$ cat config.mk
export PLATFORM = sky130hd
export DESIGN_NAME = line_pixel_generator_top_flat
export DESIGN_NICKNAME = d
export VERILOG_FILES = /design/src/rtl/lpg_pkg.sv /design/src/rtl/lpg_in_if.sv /design/src/rtl/lpg_out_if.sv /design/src/rtl/lpg_cfg_if.sv /design/src/rtl/line_pixel_generator_top.sv /design/src/rtl/lpg_datapath.sv /design/src/rtl/lpg_ctrl.sv /design/src/flat_wrapper.sv
export SDC_FILE = /design/constraint.sdc
export NUM_CORES = 1
export LEC_CHECK = 0
export ABC_AREA = 0
export BUFFER_PORTS_ARGS = -buffer_cell sky130_fd_sc_hd__buf_2
export CAP_MARGIN = 15
export CORE_MARGIN = 8
export CORE_UTILIZATION = 63
export CTS_BUF_LIST = sky130_fd_sc_hd__clkbuf_8 sky130_fd_sc_hd__clkbuf_16
export DETAILED_ROUTE_END_ITERATION = 8
export PLACE_DENSITY = 0.87
export SLEW_MARGIN = 20
export SYNTH_ARGS = -nofsm -noshare
export SYNTH_HDL_FRONTEND = slang
export SYNTH_SLANG_ARGS = --single-unit
$ cat constraint.sdc
create_clock -name clk -period 21.3 [get_ports clk]
set_input_delay 4.26 -clock clk [delete_from_list [all_inputs] [get_ports clk]]
set_output_delay 4.26 -clock clk [all_outputs]
set_load 0.05 [all_outputs]
$ cat src/rtl/lpg_pkg.sv
package lpg_pkg;

  // tile and field geometry
  localparam int TILE_SIZE = 64;
  localparam int COORD_W   = 6;
  localparam int COLOR_W   = 32;
  localparam int ADDR_W    = 32;
  localparam int RW_W      = 7;
  localparam int ERR_W     = COORD_W + 1;
  localparam int CNT_W     = COORD_W + 1;
  localparam int IDX_W     = COORD_W + RW_W + 1;
  localparam int CFG_IDX_W = 2;

  // configuration register indexes
  localparam logic [CFG_IDX_W-1:0] CFG_FRAME_BASE = CFG_IDX_W'(0);
  localparam logic [CFG_IDX_W-1:0] CFG_ROW_WIDTH  = CFG_IDX_W'(1);

  localparam logic [RW_W-1:0] ROW_WIDTH_RESET = RW_W'(64);

  // controller to datapath
  typedef struct packed {
    logic load;
    logic step;
  } lpg_cmd_t;

  // datapath to controller
  typedef struct packed {
    logic zero_len;
    logic last_pixel;
  } lpg_status_t;

  // saturate a coordinate to the tile
  function automatic logic [COORD_W-1:0] clamp_coord(input logic [COORD_W-1:0] v);
    logic [COORD_W:0] c;
    c = {1'b0, v};
    if (c >= (COORD_W+1)'(TILE_SIZE)) c = (COORD_W+1)'(TILE_SIZE - 1);
    return c[COORD_W-1:0];
  endfunction

endpackage

$ cat src/rtl/lpg_in_if.sv
interface lpg_in_if;
  import lpg_pkg::*;
  logic               valid;
  logic               ready;
  logic [COORD_W-1:0] x_start;
  logic [COORD_W-1:0] y_start;
  logic [COORD_W-1:0] x_end;
  logic [COORD_W-1:0] y_end;
  logic [COLOR_W-1:0] color;

  modport source (output valid, x_start, y_start, x_end, y_end, color, input ready);
  modport sink   (input valid, x_start, y_start, x_end, y_end, color, output ready);
endinterface

$ cat src/rtl/lpg_out_if.sv
interface lpg_out_if;
  import lpg_pkg::*;
  logic               valid;
  logic               ready;
  logic [COORD_W-1:0] pixel_x;
  logic [COORD_W-1:0] pixel_y;
  logic [ADDR_W-1:0]  pixel_address;
  logic [COLOR_W-1:0] pixel_color;
  logic               last;

  modport source (output valid, pixel_x, pixel_y, pixel_address, pixel_color, last,
                  input ready);
  modport sink   (input valid, pixel_x, pixel_y, pixel_address, pixel_color, last,
                  output ready);
endinterface

$ cat src/rtl/lpg_cfg_if.sv
interface lpg_cfg_if;
  import lpg_pkg::*;
  logic                 valid;
  logic                 ready;
  logic [CFG_IDX_W-1:0] reg_index;
  logic [ADDR_W-1:0]    data;

  modport source (output valid, reg_index, data, input ready);
  modport sink   (input valid, reg_index, data, output ready);
endinterface

$ cat src/rtl/line_pixel_generator_top.sv
// Line rasterizer: one line request in, its pixels out one per request.
// First pixel: the walk registers are loaded, then the result register.
// Throughput: one pixel per cycle from the Bresenham step unit, out_ready
// permitting; a line gives max(|dx|,|dy|) pixels, a zero-length line none.
// Reset: synchronous active-low; walk idle, frame_base 0, row_width 64.
module line_pixel_generator_top (
  input logic      clk,
  input logic      rst_n,
  lpg_in_if.sink   in_ch,
  lpg_out_if.source out_ch,
  lpg_cfg_if.sink  cfg_ch
);
  import lpg_pkg::*;

  lpg_cmd_t    cmd;
  lpg_status_t status;

  // config writes are always taken
  assign cfg_ch.ready = 1'b1;

  lpg_ctrl u_ctrl (
    .clk       (clk),
    .rst_n     (rst_n),
    .in_valid  (in_ch.valid),
    .in_ready  (in_ch.ready),
    .out_valid (out_ch.valid),
    .out_ready (out_ch.ready),
    .status    (status),
    .cmd       (cmd)
  );

  lpg_datapath u_datapath (
    .clk           (clk),
    .rst_n         (rst_n),
    .cmd           (cmd),
    .x_start       (in_ch.x_start),
    .y_start       (in_ch.y_start),
    .x_end         (in_ch.x_end),
    .y_end         (in_ch.y_end),
    .color         (in_ch.color),
    .cfg_we        (cfg_ch.valid),
    .cfg_index     (cfg_ch.reg_index),
    .cfg_data      (cfg_ch.data),
    .pixel_x       (out_ch.pixel_x),
    .pixel_y       (out_ch.pixel_y),
    .pixel_address (out_ch.pixel_address),
    .pixel_color   (out_ch.pixel_color),
    .last          (out_ch.last),
    .status        (status)
  );

endmodule

$ cat src/rtl/lpg_datapath.sv
module lpg_datapath (
  input  logic                          clk,
  input  logic                          rst_n,
  input  lpg_pkg::lpg_cmd_t             cmd,
  input  logic [lpg_pkg::COORD_W-1:0]   x_start,
  input  logic [lpg_pkg::COORD_W-1:0]   y_start,
  input  logic [lpg_pkg::COORD_W-1:0]   x_end,
  input  logic [lpg_pkg::COORD_W-1:0]   y_end,
  input  logic [lpg_pkg::COLOR_W-1:0]   color,
  input  logic                          cfg_we,
  input  logic [lpg_pkg::CFG_IDX_W-1:0] cfg_index,
  input  logic [lpg_pkg::ADDR_W-1:0]    cfg_data,
  output logic [lpg_pkg::COORD_W-1:0]   pixel_x,
  output logic [lpg_pkg::COORD_W-1:0]   pixel_y,
  output logic [lpg_pkg::ADDR_W-1:0]    pixel_address,
  output logic [lpg_pkg::COLOR_W-1:0]   pixel_color,
  output logic                          last,
  output lpg_pkg::lpg_status_t          status
);
  import lpg_pkg::*;

  // configuration
  logic [ADDR_W-1:0] frame_base_r;
  logic [RW_W-1:0]   row_width_r;

  // walk state
  logic [COORD_W-1:0] px_r, py_r, px_nxt, py_nxt;
  logic [ERR_W-1:0]   err_r, err_nxt;
  logic [COORD_W-1:0] major_r, minor_r, major_nxt, minor_nxt;
  logic               xneg_r, yneg_r, xmajor_r, xneg_nxt, yneg_nxt, xmajor_nxt;
  logic [CNT_W-1:0]   left_r, left_nxt;
  logic [COLOR_W-1:0] color_r;

  // output register
  logic [COORD_W-1:0] pixel_x_r, pixel_y_r;
  logic [ADDR_W-1:0]  pixel_address_r;
  logic [COLOR_W-1:0] pixel_color_r;
  logic               last_r;

  // command setup
  logic [COORD_W-1:0] xs, ys, xe, ye, adx, ady;
  logic [COORD_W:0]   dx_w, dy_w, dx_abs, dy_abs;
  logic               dx_neg, dy_neg, horiz, vert;

  always_comb begin
    xs = clamp_coord(x_start);
    ys = clamp_coord(y_start);
    xe = clamp_coord(x_end);
    ye = clamp_coord(y_end);
    dx_w = {1'b0, xe} - {1'b0, xs};
    dy_w = {1'b0, ye} - {1'b0, ys};
    dx_neg = dx_w[COORD_W];
    dy_neg = dy_w[COORD_W];
    dx_abs = dx_neg ? (~dx_w + 1'b1) : dx_w;
    dy_abs = dy_neg ? (~dy_w + 1'b1) : dy_w;
    adx = dx_abs[COORD_W-1:0];
    ady = dy_abs[COORD_W-1:0];
    horiz = (ady == '0);
    vert  = (adx == '0);

    // axis-aligned lines start one before the lesser end and walk upward
    if (horiz) begin
      px_nxt     = (dx_neg ? xe : xs) - COORD_W'(1);
      py_nxt     = ys;
      xneg_nxt   = 1'b0;
      yneg_nxt   = 1'b0;
      xmajor_nxt = 1'b1;
      major_nxt  = adx;
      minor_nxt  = '0;
    end else if (vert) begin
      px_nxt     = xs;
      py_nxt     = (dy_neg ? ye : ys) - COORD_W'(1);
      xneg_nxt   = 1'b0;
      yneg_nxt   = 1'b0;
      xmajor_nxt = 1'b0;
      major_nxt  = ady;
      minor_nxt  = '0;
    end else begin
      px_nxt     = xs;
      py_nxt     = ys;
      xneg_nxt   = dx_neg;
      yneg_nxt   = dy_neg;
      xmajor_nxt = (adx >= ady);
      major_nxt  = (adx >= ady) ? adx : ady;
      minor_nxt  = (adx >= ady) ? ady : adx;
    end
  end

  // one Bresenham step
  logic [ERR_W-1:0]   err_sum;
  logic               minor_step, x_move, y_move;
  logic [COORD_W-1:0] px_step, py_step;
  logic [IDX_W-1:0]   lin_idx;

  always_comb begin
    err_sum    = err_r + {1'b0, minor_r};
    minor_step = (err_sum >= {1'b0, major_r});
    err_nxt    = minor_step ? (err_sum - {1'b0, major_r}) : err_sum;
    x_move     = xmajor_r | minor_step;
    y_move     = ~xmajor_r | minor_step;
    px_step    = x_move ? (xneg_r ? px_r - COORD_W'(1) : px_r + COORD_W'(1)) : px_r;
    py_step    = y_move ? (yneg_r ? py_r - COORD_W'(1) : py_r + COORD_W'(1)) : py_r;
    left_nxt   = left_r - CNT_W'(1);
    lin_idx    = IDX_W'(py_step * row_width_r) + IDX_W'(px_step);
  end

  // configuration registers
  always_ff @(posedge clk) begin
    if (!rst_n) begin
      frame_base_r <= '0;
      row_width_r  <= ROW_WIDTH_RESET;
    end else if (cfg_we) begin
      case (cfg_index)
        CFG_FRAME_BASE: frame_base_r <= cfg_data;
        CFG_ROW_WIDTH:  row_width_r  <= cfg_data[RW_W-1:0];
        default: ;
      endcase
    end
  end

  // walk registers
  always_ff @(posedge clk) begin
    if (!rst_n) begin
      left_r <= '0;
    end else if (cmd.load) begin
      px_r     <= px_nxt;
      py_r     <= py_nxt;
      err_r    <= {2'b00, major_nxt[COORD_W-1:1]};
      major_r  <= major_nxt;
      minor_r  <= minor_nxt;
      xneg_r   <= xneg_nxt;
      yneg_r   <= yneg_nxt;
      xmajor_r <= xmajor_nxt;
      left_r   <= {1'b0, major_nxt};
      color_r  <= color;
    end else if (cmd.step) begin
      px_r   <= px_step;
      py_r   <= py_step;
      err_r  <= err_nxt;
      left_r <= left_nxt;
    end
  end

  // result register
  always_ff @(posedge clk) begin
    if (cmd.step) begin
      pixel_x_r       <= px_step;
      pixel_y_r       <= py_step;
      pixel_address_r <= frame_base_r + ADDR_W'({lin_idx, 2'b00});
      pixel_color_r   <= color_r;
      last_r          <= (left_r == CNT_W'(1));
    end
  end

  assign pixel_x       = pixel_x_r;
  assign pixel_y       = pixel_y_r;
  assign pixel_address = pixel_address_r;
  assign pixel_color   = pixel_color_r;
  assign last          = last_r;

  assign status.zero_len   = horiz & vert;
  assign status.last_pixel = (left_r == CNT_W'(1));

endmodule

$ cat src/rtl/lpg_ctrl.sv
module lpg_ctrl (
  input  logic                 clk,
  input  logic                 rst_n,
  input  logic                 in_valid,
  output logic                 in_ready,
  output logic                 out_valid,
  input  logic                 out_ready,
  input  lpg_pkg::lpg_status_t status,
  output lpg_pkg::lpg_cmd_t    cmd
);
  import lpg_pkg::*;

  typedef enum logic {IDLE, WALK} state_t;

  state_t state_r, state_nxt;
  logic   out_valid_r, out_valid_nxt;

  // handshake and commands
  always_comb begin
    in_ready = (state_r == IDLE);
    cmd.load = in_valid & in_ready;
    cmd.step = (state_r == WALK) & (~out_valid_r | out_ready);
  end

  // next state
  always_comb begin
    state_nxt = state_r;
    case (state_r)
      IDLE: if (cmd.load && !status.zero_len) state_nxt = WALK;
      WALK: if (cmd.step && status.last_pixel) state_nxt = IDLE;
      default: state_nxt = IDLE;
    endcase
    out_valid_nxt = cmd.step | (out_valid_r & ~out_ready);
  end

  always_ff @(posedge clk) begin
    if (!rst_n) begin
      state_r     <= IDLE;
      out_valid_r <= 1'b0;
    end else begin
      state_r     <= state_nxt;
      out_valid_r <= out_valid_nxt;
    end
  end

  assign out_valid = out_valid_r;

`ifndef NO_ASSERTIONS
  a_no_load_while_step: assert property (@(posedge clk) disable iff (!rst_n)
    !(cmd.load && cmd.step))
    else $error("load and step in the same cycle");

  a_no_overwrite: assert property (@(posedge clk) disable iff (!rst_n)
    cmd.step && out_valid_r |-> out_ready)
    else $error("pending result overwritten");

  a_zero_len_idle: assert property (@(posedge clk) disable iff (!rst_n)
    cmd.load && status.zero_len |=> state_r == IDLE && !cmd.step)
    else $error("zero length line started a walk");

  a_last_ends_walk: assert property (@(posedge clk) disable iff (!rst_n)
    cmd.step && status.last_pixel |=> state_r == IDLE && out_valid_r)
    else $error("walk did not end after last pixel");
`endif

endmodule
$ cat src/flat_wrapper.sv
// flat-port wrapper written by rule: the top's interface ports become plain ports
module line_pixel_generator_top_flat import lpg_pkg::*;
  (clk, rst_n, in_ch_valid, in_ch_x_start, in_ch_y_start, in_ch_x_end, in_ch_y_end, in_ch_color, in_ch_ready, out_ch_valid, out_ch_pixel_x, out_ch_pixel_y, out_ch_pixel_address, out_ch_pixel_color, out_ch_last, out_ch_ready, cfg_ch_valid, cfg_ch_reg_index, cfg_ch_data, cfg_ch_ready);
  lpg_in_if in_ch_i ();
  lpg_out_if out_ch_i ();
  lpg_cfg_if cfg_ch_i ();
  input logic clk;
  input logic rst_n;
  input wire logic [$bits(in_ch_i.valid)-1:0] in_ch_valid;
  input wire logic [$bits(in_ch_i.x_start)-1:0] in_ch_x_start;
  input wire logic [$bits(in_ch_i.y_start)-1:0] in_ch_y_start;
  input wire logic [$bits(in_ch_i.x_end)-1:0] in_ch_x_end;
  input wire logic [$bits(in_ch_i.y_end)-1:0] in_ch_y_end;
  input wire logic [$bits(in_ch_i.color)-1:0] in_ch_color;
  output wire logic [$bits(in_ch_i.ready)-1:0] in_ch_ready;
  output wire logic [$bits(out_ch_i.valid)-1:0] out_ch_valid;
  output wire logic [$bits(out_ch_i.pixel_x)-1:0] out_ch_pixel_x;
  output wire logic [$bits(out_ch_i.pixel_y)-1:0] out_ch_pixel_y;
  output wire logic [$bits(out_ch_i.pixel_address)-1:0] out_ch_pixel_address;
  output wire logic [$bits(out_ch_i.pixel_color)-1:0] out_ch_pixel_color;
  output wire logic [$bits(out_ch_i.last)-1:0] out_ch_last;
  input wire logic [$bits(out_ch_i.ready)-1:0] out_ch_ready;
  input wire logic [$bits(cfg_ch_i.valid)-1:0] cfg_ch_valid;
  input wire logic [$bits(cfg_ch_i.reg_index)-1:0] cfg_ch_reg_index;
  input wire logic [$bits(cfg_ch_i.data)-1:0] cfg_ch_data;
  output wire logic [$bits(cfg_ch_i.ready)-1:0] cfg_ch_ready;
  assign in_ch_i.valid = in_ch_valid;
  assign in_ch_i.x_start = in_ch_x_start;
  assign in_ch_i.y_start = in_ch_y_start;
  assign in_ch_i.x_end = in_ch_x_end;
  assign in_ch_i.y_end = in_ch_y_end;
  assign in_ch_i.color = in_ch_color;
  assign in_ch_ready = in_ch_i.ready;
  assign out_ch_valid = out_ch_i.valid;
  assign out_ch_pixel_x = out_ch_i.pixel_x;
  assign out_ch_pixel_y = out_ch_i.pixel_y;
  assign out_ch_pixel_address = out_ch_i.pixel_address;
  assign out_ch_pixel_color = out_ch_i.pixel_color;
  assign out_ch_last = out_ch_i.last;
  assign out_ch_i.ready = out_ch_ready;
  assign cfg_ch_i.valid = cfg_ch_valid;
  assign cfg_ch_i.reg_index = cfg_ch_reg_index;
  assign cfg_ch_i.data = cfg_ch_data;
  assign cfg_ch_ready = cfg_ch_i.ready;
  line_pixel_generator_top u_core (.clk(clk), .rst_n(rst_n), .in_ch(in_ch_i), .out_ch(out_ch_i), .cfg_ch(cfg_ch_i));
endmodule
---- Word level (Yosys, flattened, before mapping) ----
Index checks and enable logic that the tools add are counted.
storage, ports and cells
  output and inout port bits .............. 80
  memories kept ........................... 0
  bits in read-only memories .............. 0
  bits in registers ....................... 191
  word-level logic and storage cells ...... 97
  bits in latches ......................... 0
  input port bits ......................... 95
  RAM bits ................................ 0
operators by class
  equal/unequal tests ..................... 2
  reductions and logical operators ........ 13
  bitwise operators ....................... 15
  multipliers ............................. 1
  shift-type cells ........................ 0
  add/subtract/negate cells ............... 15
  order comparisons ....................... 2
  div/mod/pow operators ................... 0
  mux-type cells .......................... 28
operators with widths
  operator                                                            number
  6-bit 2-to-1 mux                                                    21
  32-bit by 16-bit adder with 32-bit output                           1
  6-bit by 1-bit adder with 6-bit output, second input constant       4
  6-bit by 1-bit subtractor with 6-bit output, second input constant  4
  13-bit by 6-bit adder with 14-bit output                            1
  7-bit 2-to-1 mux                                                    2
  6-bit by 6-bit subtractor with 7-bit output                         2
  6-bit by 7-bit multiplier with 13-bit output                        1
  6-bit zero test                                                     2
  6-bit inverter                                                      2
  2-bit AND reduction                                                 4
  7-bit by 6-bit adder with 7-bit output                              1
  7-bit by 1-bit == test with 1-bit output, second input constant     1
  7-bit by 6-bit >= comparator with 1-bit output                      1
  7-bit by 1-bit subtractor with 7-bit output, second input constant  1
  7-bit by 6-bit subtractor with 7-bit output                         1
  6-bit >= comparator                                                 1
  5-bit 2-to-1 mux                                                    1
  1-bit inverter                                                      5
  1-bit bitwise AND                                                   4
  1-bit bitwise OR                                                    4
  2-bit OR reduction                                                  2
  1-bit 2-to-1 mux                                                    3
  2-bit by 1-bit == test with 1-bit output, second input constant     1
  other kinds (5)                                                     6

---- Depth between registers and ports, before layout ----
  word-level depth ........................ 10
  gate-level depth with buffers ........... 37
  mapped depth without buffers ............ 37

---- Cells and area by module ----
A second synthesis with hierarchy kept.
unflattened totals
  cells, all modules ...................... 1,114
  area, all modules ....................... 11,710.0 µm²
modules (own cells, without submodules)
  module                    area each (µm²)  sequential area each (µm²)  cells an instance  times used
  lpg_datapath              11,599.9         5,215.0                     1,102              1
  lpg_ctrl                  98.8             40.0                        10                 1
  line_pixel_generator_top  11.3             0.0                         2                  1

---- Least setup slack after synthesis ----
Ideal clock, no wire load.
  path type ............................... register to register
  start point ............................. register u_core.u_datapath.err_r[0]
  end point ............................... register u_core.u_datapath.pixel_address_r[31] (netlist: u_core.u_datapath.pixel_address[31]) (data pin)
  data required time ...................... 21.042 ns
  library setup time ...................... 0.258 ns
  period minus slack after synthesis ...... 8.127 ns
  stages on the path, launching flop included .. 36
  path buffers ............................ 1
  arrival time ............................ 7.869 ns
  setup slack ............................. 13.173 ns
  path through ............................ edfxtp_1 > ha_1 > inv_1 > fa_1 > inv_1 > ha_1 > nor2b_1 > o21ai_0 > a21boi_0 > o21a_1 > o22ai_1 > nand3_1 > mux2i_1 > nor2b_1 > fa_1 > inv_1 > fa_1 > inv_1 > fa_1 > inv_1 > fa_1 > inv_1 > ha_1 > a21boi_0 > o21ai_0 > nand2b_1 > a21o_1 > a41o_1 > o41a_1 > xor2_1 > ha_1 > clkbuf_1 > nor2_1 > a311oi_1 > nand4_1 > xnor2_1
between the ends
  cells in the longest elaborated chain, start to end .. 7
  elaborated cells on any way between the ends .. 9
  those cells by class .................... add/sub: 3; mul: 1; order compare: 1; mux: 2; bitwise: 2
RTL lines
  item                                                line                 text
  from (decl)                                         lpg_datapath.sv:28   logic [ERR_W-1:0] err_r, err_nxt;
  from (signal assigned)                              lpg_datapath.sv:128  err_r <= {2'b00, major_nxt[COORD_W-1:1]};
  from (signal assigned)                              lpg_datapath.sv:139  err_r <= err_nxt;
  7-bit by 6-bit adder with 7-bit output (*)          lpg_datapath.sv:96   err_sum = err_r + {1'b0, minor_r};
  7-bit by 6-bit >= comparator with 1-bit output (*)  lpg_datapath.sv:97   minor_step = (err_sum >= {1'b0, major_r});
  1-bit bitwise OR                                    lpg_datapath.sv:100  y_move = ~xmajor_r | minor_step;
  6-bit 2-to-1 mux                                    lpg_datapath.sv:102  py_step = y_move ? (yneg_r ? py_r - COORD_W'(1) : py_r + COORD_W'(1)) : py_r;
  6-bit by 7-bit multiplier with 13-bit output        lpg_datapath.sv:104  lin_idx = IDX_W'(py_step * row_width_r) + IDX_W'(px_step);
  13-bit by 6-bit adder with 14-bit output (*)        lpg_datapath.sv:104
  32-bit by 16-bit adder with 32-bit output (*)       lpg_datapath.sv:149  pixel_address_r <= frame_base_r + ADDR_W'({lin_idx, 2'b00});
  to (signal assigned)                                lpg_datapath.sv:149
  to (decl)                                           lpg_datapath.sv:36   logic [ADDR_W-1:0] pixel_address_r;
Every way passes the cells marked *; elsewhere a longest branch is shown, timed or not.
A chain may end at the register's enable or synchronous reset.

---- Worst setup path in the final report ----
  start point ............................. register u_core.u_datapath.err_r[0]
  end point ............................... register u_core.u_datapath.pixel_address_r[31] (netlist: u_core.u_datapath.pixel_address[31]) (data pin)
between the ends
  cells in the longest elaborated chain, start to end .. 7
  elaborated cells on any way between the ends .. 9
  those cells by class .................... add/sub: 3; mul: 1; order compare: 1; mux: 2; bitwise: 2
RTL lines
  item                                            line                 text
  7-bit by 6-bit adder with 7-bit output          lpg_datapath.sv:96
  7-bit by 6-bit >= comparator with 1-bit output  lpg_datapath.sv:97
  1-bit bitwise OR                                lpg_datapath.sv:100
  6-bit 2-to-1 mux                                lpg_datapath.sv:102
  via u_core.u_datapath.py_step[3]                lpg_datapath.sv:92   logic [COORD_W-1:0] px_step, py_step;
  6-bit by 7-bit multiplier with 13-bit output    lpg_datapath.sv:104
  13-bit by 6-bit adder with 14-bit output        lpg_datapath.sv:104
  32-bit by 16-bit adder with 32-bit output       lpg_datapath.sv:149
The timed path passes the listed nets, and every way through them passes these cells.

==> metrics.md <==
| Metric | Value |
|---|---|
| Category of the most critical setup path | `flop to flop` |
| Buffers inserted during post-CTS setup optimization | `0` |
| Cts hold-fix bufs | `0` |
| Delay of the slowest critical-path stage | `0.70 ns` |
| Vias | `8776` |
| Die span in y | `153 um` |
| Number of diodes | `0` |
| Final setup fails | `0` |
| Worst clock skew | `0.0105 ns` |
| Max-slew headroom at the worst pin | `0.311` |
| Yosys warnings | `0` |
| Number of nets still failing antenna checks after routing | `0` |
| XOR/XNOR share of the synthesized area | `0.0567` |
| CORE AREA | `18600 sq um` |
| Min-Delay Path Class | `flop to flop` |
| Clock slew at reported path FFs | `0.08 ns` |
| Post-synth EDFFs | `143` |
| Static leakage | `5.91 nW` |
| Global-route wire length before repair | `44.5 mm` |
| Largest family of logic cells by synthesized area | `adder cells` |
| Fraction of the mapped netlist area in compound gates | `0.138` |
| Worst setup path startpoint | `u_core.u_datapath.err_r[0]` |
| Placed cell area | `12900 sq um` |
| Deepest level of the CTS H-tree | `4` |
| Critical Path Source Type | `flop` |
| Final weighted congestion in routability-driven placement | `0.935` |
| Initial antenna violation count | `1` |
| Cells resized by post-CTS repair | `0` |
| Total routed wirelength | `27.2 mm` |
| DIE WIDTH | `153 um` |
| Total negative slack | `0 ns` |
| Final worst setup slack | `11.94 ns` |
| Pin count of the biggest net entering global routing | `80` |
| Primary flip-flop cell chosen by synthesis mapping | `sky130_fd_sc_hd__edfxtp_1` |
| Power per cell area | `134 nW/um^2` |
| Count of maximum capacitance violations | `0` |
| Initial core utilization | `0.636` |
| Required @ worst endpoint | `21.50 ns` |
| CP max-delay cell | `sky130_fd_sc_hd__a21oi_1` |
| Flops & latches, synth | `191` |
| Mapped Area | `11800 sq um` |
| Unique masters post-synth | `91` |
| Hold path start | `u_core.u_datapath.color_r[7]` |
| Async SR Flop Fraction | `0` |
| Post-route clock period utilization | `0.439` |
| GRT Util Overall | `0.234` |
| Clock tree from TritonCTS | `built` |
| Worst vdd ir | `0.0754 mV` |
| Clock tree sinks | `191` |
| Cell at the root of the clock tree | `sky130_fd_sc_hd__clkbuf_16` |
| Top-Level Pins | `175` |
| Worst reg2reg path startpoint | `u_core.u_datapath.err_r[0]` |
| Yosys top cell area share | `0.363` |
| Design Area, Final | `13500 sq um` |
| Critical path arrival | `9.55 ns` |
| Area leader, netlist | `sky130_fd_sc_hd__edfxtp_1` |
| Fraction of final layout cells sized beyond drive strength 1 | `0.202` |
| Clock buffer depth | `2` |
| Highest attainable clock frequency | `107 MHz` |
| Average cell area after synthesis | `10.9 sq um` |
| Die area | `23400 sq um` |
| Actual transition at the worst max-transition pin | `1.03 ns` |
| Synthesized-area fraction occupied by and/or/nand/nor cells | `0.135` |
| Largest driver fanout on the critical path | `9` |
| Congestion Overflow GR | `0` |
| Overall power of the completed layout | `1.82 mW` |
| Avg Vias per Cell | `5.85` |
| Final standard cell utilization of the core | `0.728` |
| Layout Area Growth over Synthesis | `14.6%` |
| Detailed placer's ending HPWL | `20.3 mm` |
| Final min period | `9.36 ns` |
| NumNets Final | `1475` |
| Number of DRC violations after detailed-routing iteration 0 | `530` |
| Number of buffers created by CTS | `17` |
| Synth Instances | `1082` |
| Final-report hold violation count | `0` |
| Ranking of synthesized cells by area | `sky130_fd_sc_hd__edfxtp_1 36%, sky130_fd_sc_hd__ha_1 10%, sky130_fd_sc_hd__dfxtp_1 8.1%, sky130_fd_sc_hd__fa_1 5.3%, sky130_fd_sc_hd__nand2_1 3.7%` |
| Net Count, Synth | `1304` |
| WL per Instance | `18.1 um` |
| Status | `complete, no violations` |
| Final routed DRC violation total | `0` |
| Clock latency reported for the late side of the worst-skew pair | `0.44 ns` |
| Setup Slack @ Placement | `12.25 ns` |
| Post-Synth Adder-Cell Area | `0.154` |
| Length of the first detailed-routing pass in iterations | `7` |
| Mux contribution to synthesized area | `0.0327` |
| Rows | `50` |
| Number of max-slew violations in the final report | `0` |
| Setup crit end kind | `flop` |
| Sequential element share of the synthesized area | `0.445` |
| Unrepaired setup endpoints after global routing | `no` |
| Via count of the first global-routing pass | `8881` |
| Number of buffers added on ports | `173` |
## cell type report
cell class / count / area, sq um
multi-input cells: 777 / 6120
inverters: 87 / 328
flip-flops and latches: 191 / 5260
repair buffers: 179 / 908
well taps: 234 / 293
clock inverters: 15 / 209
fillers: 1263 / 5050
clock buffers: 17 / 425
## critical path: cells and delay by family, from the launching register on
kind | cells | cell delay, ns
adders and majority gates | 9 | 3.57
AOI/OAI and AO/OA | 11 | 3.33
and+or+nand+nor | 6 | 1.12
DFF | 1 | 0.38
buffers and inverters | 5 | 0.35
xor gates and xnor gates | 2 | 0.35
## sequential cells by signal, summed over array words and instances, names as in the netlist, 6 cells and up
signal	flops
u_core.u_datapath.pixel_address	32
u_core.u_datapath.frame_base_r	32
u_core.u_datapath.pixel_color	32
u_core.u_datapath.px_r	6
u_core.u_datapath.py_r	6
u_core.u_datapath.pixel_y	6
u_core.u_datapath.err_r	7
u_core.u_datapath.color_r	32
u_core.u_datapath.major_r	6
u_core.u_datapath.pixel_x	6
u_core.u_datapath.left_r	7
u_core.u_datapath.row_width_r	7
u_core.u_datapath.minor_r	6
## placed cells by master, fill, tap and decap left out, drive strengths merged, types with 3 or more instances in the layout
cell type and n:
buf 179, edfxtp 143, nand2 120, ha 96, inv 94, nor2 60, xnor2 50, dfxtp 48
a21oi 42, a21boi 38, fa 31, mux2i 29, nor2b 28, o21ai 27, nor3 24, a21o 23
xor2 23, and2 22, clkbuf 17, nand3 16, a211oi 16, a31oi 11, o21a 10, o21bai 10
and3 8, clkinv 7, mux2 6, nand4 6, nor3b 6, nand2b 5, o211ai 5, a22o 4
a41o 3, nand3b 3, and4 3, o31ai 3, nor4 3, a211o 3, or3 3
## per-stage QoR
stage	instances	hold WS (ns)
4_1_cts	1499	0.423
5_1_grt	1500	0.425
3_5_place_dp	1467	0.405
6_report	1500	0.422
2_1_floorplan	1082	0.400
3_3_place_gp	1467	0.401
## path summary, 6_finish.rpt
path / endpoint / slack, ns / cells past startpoint
setup / recovery: u_core.u_datapath.pixel_address[31] / 11.94 / 33
hold reg to reg: u_core.u_datapath.pixel_color[7] / 0.42 / 0
setup reg to reg: u_core.u_datapath.pixel_address[31] / 11.94 / 33
hold / removal: u_core.u_datapath.pixel_color[7] / 0.42 / 0
## metal layers
metal  up-vias  track usage  share of wire
met3        59       0.0513          0.063
met2       315        0.401           0.49
met5         -            0        0.00048
met1      4189        0.288           0.42
li1       4211            -              -
met4         2       0.0820          0.025
## synth_stat cells (4+ instances only)
cell	number
sky130_fd_sc_hd__a211oi_1	13
sky130_fd_sc_hd__a21boi_0	37
sky130_fd_sc_hd__a21o_1	22
sky130_fd_sc_hd__a21oi_1	42
sky130_fd_sc_hd__a22o_1	4
sky130_fd_sc_hd__a31oi_1	10
sky130_fd_sc_hd__and2_1	22
sky130_fd_sc_hd__and3_1	6
sky130_fd_sc_hd__clkbuf_1	21
sky130_fd_sc_hd__dfxtp_1	48
sky130_fd_sc_hd__edfxtp_1	143
sky130_fd_sc_hd__fa_1	31
sky130_fd_sc_hd__ha_1	96
sky130_fd_sc_hd__inv_1	86
sky130_fd_sc_hd__mux2_2	6
sky130_fd_sc_hd__mux2i_1	26
sky130_fd_sc_hd__nand2_1	117
sky130_fd_sc_hd__nand2b_1	5
sky130_fd_sc_hd__nand3_1	16
sky130_fd_sc_hd__nand4_1	5
sky130_fd_sc_hd__nor2_1	60
sky130_fd_sc_hd__nor2b_1	28
sky130_fd_sc_hd__nor3_1	22
sky130_fd_sc_hd__nor3b_1	4
sky130_fd_sc_hd__o211ai_1	5
sky130_fd_sc_hd__o21a_1	10
sky130_fd_sc_hd__o21ai_0	26
sky130_fd_sc_hd__o21bai_1	10
sky130_fd_sc_hd__xnor2_1	49
sky130_fd_sc_hd__xor2_1	20
## logic make-up after synthesis
group,Yosys count
and+or+nand+nor,316
AOI/OAI and AO/OA,225
DFF,191
adders and majority gates,127
buffers and inverters,114
xor gates and xnor gates,73
muxes,35
other,1
## report_power, final
| part | total, mW | switching (mW) | internal [mW] |
|---|---|---|---|
| sequential | 0.523 | 0.0242 | 0.499 |
| clock | 0.332 | 0.160 | 0.173 |
| combinational | 0.964 | 0.605 | 0.359 |
No activity file was read; power rests on OpenSTA's default activity.
